$ cat src/rtl/egr_pkg.sv
// Shared types, codes and helpers for the ramped electronic gearing block.
package egr_pkg;

  localparam int NUM_SLAVES = 8;
  localparam int IDX_W = 3;
  localparam int CNT_W = 4;

  localparam logic [2:0] REQ_UPDATE     = 3'd0;
  localparam logic [2:0] REQ_ENGAGE     = 3'd1;
  localparam logic [2:0] REQ_DISENGAGE  = 3'd2;
  localparam logic [2:0] REQ_SET_RATIO  = 3'd3;
  localparam logic [2:0] REQ_SET_OFFSET = 3'd4;
  localparam logic [2:0] REQ_ADJ_OFFSET = 3'd5;
  localparam logic [2:0] REQ_SYNC       = 3'd6;
  localparam logic [2:0] REQ_UNKNOWN    = 3'd7;

  localparam logic [1:0] MODE_OFF      = 2'd0;
  localparam logic [1:0] MODE_ENGAGING = 2'd1;
  localparam logic [1:0] MODE_ENGAGED  = 2'd2;
  localparam logic [1:0] MODE_DISENG   = 2'd3;

  localparam logic [2:0] CFG_SLAVE_COUNT = 3'd0;
  localparam logic [2:0] CFG_RAMP_TIME   = 3'd1;
  localparam logic [2:0] CFG_SOFT_START  = 3'd2;
  localparam logic [2:0] CFG_FF_ENABLE   = 3'd3;
  localparam logic [2:0] CFG_FF_GAIN     = 3'd4;

  localparam logic [16:0] RAMP_ONE  = 17'h10000;
  localparam logic [19:0] US_PER_S  = 20'd1000000;
  localparam logic [9:0]  US_PER_MS = 10'd1000;

  typedef struct packed {
    logic [1:0]  mode;
    logic [31:0] sync;
    logic [31:0] engage;
    logic [31:0] start;
    logic [31:0] target;
    logic [15:0] num;
    logic [15:0] den;
    logic [31:0] offset;
  } follower_t;

  typedef struct packed {
    logic [1:0]  mode;
    logic [16:0] r;
  } ramp_t;

  localparam follower_t FOLLOWER_RESET = '{
    mode: MODE_OFF, sync: 32'd0, engage: 32'd0, start: 32'd0,
    target: 32'd0, num: 16'd0, den: 16'd1, offset: 32'd0
  };

  function automatic logic [31:0] abs32(logic [31:0] v);
    return v[31] ? 32'(32'd0 - v) : v;
  endfunction

  function automatic logic [15:0] abs16(logic [15:0] v);
    return v[15] ? 16'(16'd0 - v) : v;
  endfunction

  function automatic logic [31:0] sat32(logic signed [63:0] v);
    logic [31:0] res;
    if (v > 64'sd2147483647) res = 32'h7FFF_FFFF;
    else if (v < -64'sd2147483648) res = 32'h8000_0000;
    else res = v[31:0];
    return res;
  endfunction

  function automatic ramp_t ramp_apply(logic [1:0] mode, logic [16:0] rr);
    ramp_t res;
    res.mode = mode;
    res.r = (mode == MODE_DISENG) ? 17'(RAMP_ONE - rr) : rr;
    if (mode == MODE_ENGAGING && rr == RAMP_ONE) res.mode = MODE_ENGAGED;
    if (mode == MODE_DISENG && res.r == 17'd0) res.mode = MODE_OFF;
    return res;
  endfunction

endpackage

$ cat src/rtl/egr_div.sv
// Radix-4 restoring divider, two quotient bits per cycle.
module egr_div import egr_pkg::*; (
  input  logic        clk_i,
  input  logic        rst_ni,
  input  logic        start_i,
  input  logic [63:0] dividend_i,
  input  logic [31:0] divisor_i,
  input  logic [4:0]  pairs_i,
  output logic        done_o,
  output logic [63:0] quotient_o
);

  logic [63:0] dvd_q, dvd_d;
  logic [31:0] rem_q, rem_d;
  logic [31:0] dsr_q;
  logic [4:0]  cnt_q;
  logic        busy_q, done_q;
  logic [32:0] shl;

  always_comb begin
    rem_d = rem_q;
    dvd_d = dvd_q;
    shl = '0;
    for (int k = 0; k < 2; k++) begin
      shl = {rem_d, dvd_d[63]};
      dvd_d = {dvd_d[62:0], 1'b0};
      if (shl >= {1'b0, dsr_q}) begin
        rem_d = 32'(shl - {1'b0, dsr_q});
        dvd_d[0] = 1'b1;
      end else begin
        rem_d = shl[31:0];
      end
    end
  end

  always_ff @(posedge clk_i or negedge rst_ni) begin
    if (!rst_ni) begin
      busy_q <= 1'b0;
      done_q <= 1'b0;
      cnt_q  <= '0;
    end else if (start_i) begin
      busy_q <= 1'b1;
      done_q <= 1'b0;
      cnt_q  <= pairs_i;
    end else if (busy_q) begin
      cnt_q <= 5'(cnt_q - 5'd1);
      if (cnt_q == 5'd1) begin
        busy_q <= 1'b0;
        done_q <= 1'b1;
      end
    end else begin
      done_q <= 1'b0;
    end
  end

  always_ff @(posedge clk_i) begin
    if (start_i) begin
      dvd_q <= dividend_i;
      rem_q <= '0;
      dsr_q <= divisor_i;
    end else if (busy_q) begin
      dvd_q <= dvd_d;
      rem_q <= rem_d;
    end
  end

  assign done_o = done_q;
  assign quotient_o = dvd_q;

`ifndef ASSERT_OFF
  a_start_idle: assert property (@(posedge clk_i) disable iff (!rst_ni)
    start_i |-> !busy_q) else $error("divider started while busy");
  a_done_idle: assert property (@(posedge clk_i) disable iff (!rst_ni)
    done_q |-> !busy_q) else $error("divider done while busy");
`endif

endmodule

$ cat config.mk
export PLATFORM = sky130hd
export DESIGN_NAME = egr_div
export DESIGN_NICKNAME = d
export VERILOG_FILES = /design/src/rtl/egr_pkg.sv /design/src/rtl/egr_div.sv
export SDC_FILE = /design/constraint.sdc
export NUM_CORES = 1
export LEC_CHECK = 0
export ABC_AREA = 1
export BUFFER_PORTS_ARGS = -buffer_cell sky130_fd_sc_hd__clkbuf_2
export CORE_MARGIN = 2
export CORE_UTILIZATION = 55
export DETAILED_ROUTE_END_ITERATION = 8
export MAX_ROUTING_LAYER = met4
export PLACE_DENSITY = 0.78
export SLEW_MARGIN = 10
export SYNTH_ARGS = -nofsm -noshare
export SYNTH_HDL_FRONTEND = slang
export SYNTH_SLANG_ARGS = --single-unit
$ cat constraint.sdc
create_clock -name clk_i -period 9 [get_ports clk_i]
set_input_delay 0.9 -clock clk_i [delete_from_list [all_inputs] [get_ports clk_i]]
set_output_delay 0.9 -clock clk_i [all_outputs]
set_load 0.01 [all_outputs]
# After elaboration in Yosys (flattened, before gate mapping)
# Index checks and enable logic that the tools add are counted.
[classes]
n_lt_le_gt_ge = 2
add_sub_neg = 3
n_reduce_logical = 1
n_mux = 14
eq_ne = 2
[op_table]
columns = ["op", "n"]
rows = [
  ["two-way mux 64 bit", 2],
  [">= comparator 33 x 32 -> 1 bit", 2],
  ["two-way mux 32 bit", 2],
  ["subtractor 32 bit", 2],
  ["two-way mux 5 bit", 2],
  ["two-way mux 1 bit", 8],
  ["equality test 5 x 1 -> 1 bit, second input constant", 1],
  ["subtractor 5 x 1 -> 5 bit, second input constant", 1],
  ["inequality test 3 x 2 -> 1 bit, second input constant", 1],
  ["nonzero test 2 bit", 1],
]
[totals]
reg_bits = 135
elab_cells = 28

# Depth between registers and ports, before layout
[logic_depth]
word_depth = 6
depth_mapped = 34
depth_no_buf = 32

# Worst setup path after synthesis
# No wires, ideal clock.
[synth_timing]
path_kind = "register -> register"
start = "register dvd_q[63] (netlist: quotient_o[63])"
end = "register dvd_q[0] (netlist: quotient_o[0]) (data pin)"
setup_slack_ps = 5300
arrival_time_ps = 3429
n_path_buf = 1
path_stages_with_launch = 27
required_time_ps = 8729
cell_sequence = "edfxtp_1 inv_1 ha_1 inv_1 fa_1 nand3_1 nand3_1 nand2_1 nand2_1 nand2_1 nand2_1 xnor2_1 nand2_1 nand2_1 inv_1 ha_1 nand2_2 inv_1 nand2_1 inv_1 nand2_1 nor3_1 a21oi_1 nand2_4 nor2_8 buf_12 a31oi_1"
[synth_via]
elab_chain_cells = 6
[synth_rtl]
columns = ["element", "line", "text"]
rows = [
  ["from (decl)", "egr_div.sv:13", "logic [63:0] dvd_q, dvd_d;"],
  ["from (signal assigned)", "egr_div.sv:58", "dvd_q <= dividend_i;"],
  ["from (signal assigned)", "egr_div.sv:62", "dvd_q <= dvd_d;"],
  ["subtractor 32 bit or >= comparator 33 x 32 -> 1 bit (tied branches)", "egr_div.sv:28, egr_div.sv:27", ""],
  ["two-way mux 32 bit *", "egr_div.sv:27", "if (shl >= {1'b0, dsr_q}) begin"],
  [">= comparator 33 x 32 -> 1 bit *", "egr_div.sv:27", ""],
  ["two-way mux 1 bit *", "egr_div.sv:27", ""],
  ["two-way mux 64 bit *", "egr_div.sv:61", "end else if (busy_q) begin"],
  ["two-way mux 64 bit *", "egr_div.sv:57", "if (start_i) begin"],
]
# Every way passes the cells marked *; elsewhere a longest branch is shown, timed or not. The select of a mux whose other input is x is not followed.
# A chain may end at the register's enable or synchronous reset.

# Worst setup path after layout
[layout_timing]
start = "register dsr_q[2]"
end = "register rem_q[31]"
[layout_via]
elab_chain_cells = 4
[layout_rtl]
columns = ["element", "line", "text"]
rows = [
  ["from (decl)", "egr_div.sv:15", "logic [31:0] dsr_q;"],
  ["from (signal assigned)", "egr_div.sv:60", "dsr_q <= divisor_i;"],
  ["subtractor 32 bit or >= comparator 33 x 32 -> 1 bit (tied branches)", "egr_div.sv:28, egr_div.sv:27", ""],
  ["two-way mux 32 bit", "egr_div.sv:27", ""],
  ["subtractor 32 bit or >= comparator 33 x 32 -> 1 bit (tied branches)", "egr_div.sv:28, egr_div.sv:27", ""],
  ["two-way mux 32 bit *", "egr_div.sv:27", ""],
  ["to (signal assigned)", "egr_div.sv:63", "rem_q <= rem_d;"],
  ["to (decl)", "egr_div.sv:14", "logic [31:0] rem_q, rem_d;"],
]
# Every way passes the cells marked *; elsewhere a longest branch is shown, timed or not.

==> results.txt <==
num ports = 169
first-pass GRT wire length = 50400 µm
most common cell after layout, fill and taps aside = nand2_1
mapped cell area = 10700 µm²
fmax = 169 MHz
leak pwr = 6.56 nW
Tcrit/Tclk final = 0.658
# DRC = 0
chip width = 143 µm
H-tree depth = 4
CP delay by family, top = simple AND/OR/NAND/NOR gates
CP Capture Type = flip-flop
Slowest cell on crit path = nand2_2
DRT Pass-1 Iters = 5
Buf/Inv on CP = 5
Clock Path Buffers = 2
RSZ-0062 raised after global routing = no
crit path DAT = 6.29 ns
Max rail drop VDD = 0.187 mV
DRT iter0 DRCs = 772
Worst setup SP type = flip-flop
total power = 5.10 mW
final setup violating endpoints = 0
EDFF count, synth = 96
Final Hold Viols = 0
nets = 1851
Initial Util = 0.565
fin util = 0.644
Hold Buf Count CTS = 0
Die Area = 20500 µm²
post-CTS sizing = 0
Root Buffer = clkbuf_16
initial antenna violation count = 0
Syn Inst Count = 1525
worst min path class = in2async
post-route setup TNS = 0 ns
critical path type = reg2reg
Slew Limit Headroom = 0.276
CTS buffer count = 17
number of port buffers = 168
placed cells = 1920
Cell variety after synth = 51
CTS tree = built
clock sink total = 135
Antenna Nets Post-Route = 0
largest net degree at the start of global routing = 67
Primary FF master, synth = edfxtp_1
Worst Path Max Fanout = 52
Synth Net Count = 1697
routed vias = 10400
Final Skew = 0.0143 ns
DR vias/cell = 5.31
P&R area growth vs syn = 14.1%
most frequent cells in the layout = 613 x nand2_1, 217 x inv_1, 167 x clkbuf_2, 96 x edfxtp_1, 86 x nand3_1
Cell Pwr Density = 419 nW/µm²
FF+latch count, synth = 135
Tmin final = 5.92 ns
asr flop ratio synth = 0.0519
outcome = finished, final reports clean
Die H = 143 µm
Avg WL per Cell = 16.6 µm
DP HPWL = 25700 µm
aggregate global routing overflow = 0
max cap viols = 0
critical path's largest stage delay = 0.70 ns
Data required, critical path = 9.37 ns
# rows = 50
Seq/Total Area, Yosys = 0.347
Total Wirelength = 32300 µm
share of cells above drive strength 1 = 0.166
CP most frequent cell = nand2_1
Core ar. = 18900 µm²
Syn. warnings = 0
Finished Layout Cells = 1952
Skew-Pair Late Insertion Delay = 0.43 ns
routability cong. = 1.01
vias in the first global route = 9771
gr usage total = 0.330
CTS clk-pin slew, worst paths = 0.07 ns
worst slew pin tran = 1.08 ns
Post-CTS Repair Setup Buffers = 0
syn avg cell area = 7.00 µm²
final slew viol count = 0
==> metrics by stage <==
step           hold slack [ns]  worst slack (ns)  area, µm²
6_report                 0.291              3.08      12200
4_1_cts                  0.289              3.24      12200
3_5_place_dp             0.466              3.27      11600
5_1_grt                  0.301              2.63      12200
2_1_floorplan            0.445              5.30      10700
3_3_place_gp             0.461              3.29      11600
==> state kept, by name, indices dropped and copies added (netlist names) <==
name and flops:
busy_q 1, rem_q 32, dsr_q 32, cnt_q 5, quotient_o 64, done_o 1
==> final timing paths <==
| path | depth (start not counted) | slack (ns) | from | endpoint |
|---|---|---|---|---|
| worst max-delay path | 27 | 3.08 | dsr_q[2] | rem_q[31] |
| worst min-delay path | 1 | 0.29 | rst_ni | cnt_q[1] |
| worst max register to register | 27 | 3.08 | dsr_q[2] | rem_q[31] |
| worst min register to register | 2 | 0.48 | rem_q[23] | rem_q[23] |
| max in group asynchronous | 1 | 8.54 | rst_ni | cnt_q[3] |
| min in group clk_i | 2 | 0.48 | rem_q[23] | rem_q[23] |
==> cell usage after synthesis, types with 7 or more instances <==
library cell | count | area, µm²
a21oi_1 | 60 | 300
edfxtp_1 | 96 | 2880
inv_1 | 219 | 822
nor3_1 | 11 | 55.1
nand4_1 | 15 | 93.8
xor2_1 | 15 | 131
nor2_1 | 73 | 274
nand3b_1 | 7 | 52.6
dfrtp_1 | 7 | 175
dfxtp_1 | 32 | 641
o21bai_1 | 13 | 97.6
buf_4 | 7 | 52.6
nand3_2 | 23 | 230
nand2_1 | 613 | 2300
ha_1 | 66 | 826
nand3_1 | 86 | 430
o21ai_1 | 8 | 40.0
xnor2_1 | 29 | 254
clkbuf_1 | 16 | 60.1
nand2_2 | 21 | 131
o21ai_0 | 38 | 190
nor2_2 | 9 | 56.3
==> layer usage <==
metal / vias to the layer above / wire length (µm) / global-route usage
li1: 5135 / - / -
met1: 4705 / 13900 / 0.425
met2: 458 / 14500 / 0.512
met3: 66 / 2660 / 0.0677
met4: 0 / 1180 / 0.132
met5: - / 0 / -
==> report_power, final <==
| group | internal (mW) | switching (mW) | total [mW] |
|---|---|---|---|
| Clock | 0.359 | 0.311 | 0.670 |
| Combinational | 1.18 | 2.34 | 3.52 |
| Sequential | 0.814 | 0.102 | 0.915 |
| Total | 2.35 | 2.75 | 5.10 |
==> cells by family after synthesis <==
logic type                 share of synthesized area
AOI/OAI and AO/OA                             0.0768
xor gates and xnor gates                      0.0361
adders and majority gates                     0.0812
buffers and inverters                          0.103
DFF                                            0.347
and+or+nand+nor                                0.356
==> final cells by class <==
type,count,area (µm²)
Inverter,226,851
Tap cell,260,325
Clock buffer,17,425
Sequential cell,135,3700
Timing Repair Buffer,172,873
Multi-Input combinational cell,1127,5880
Fill cell,1772,6730
Antenna cell,1,2.50
Clock inverter,14,116
(Power assumes the default switching activity.)
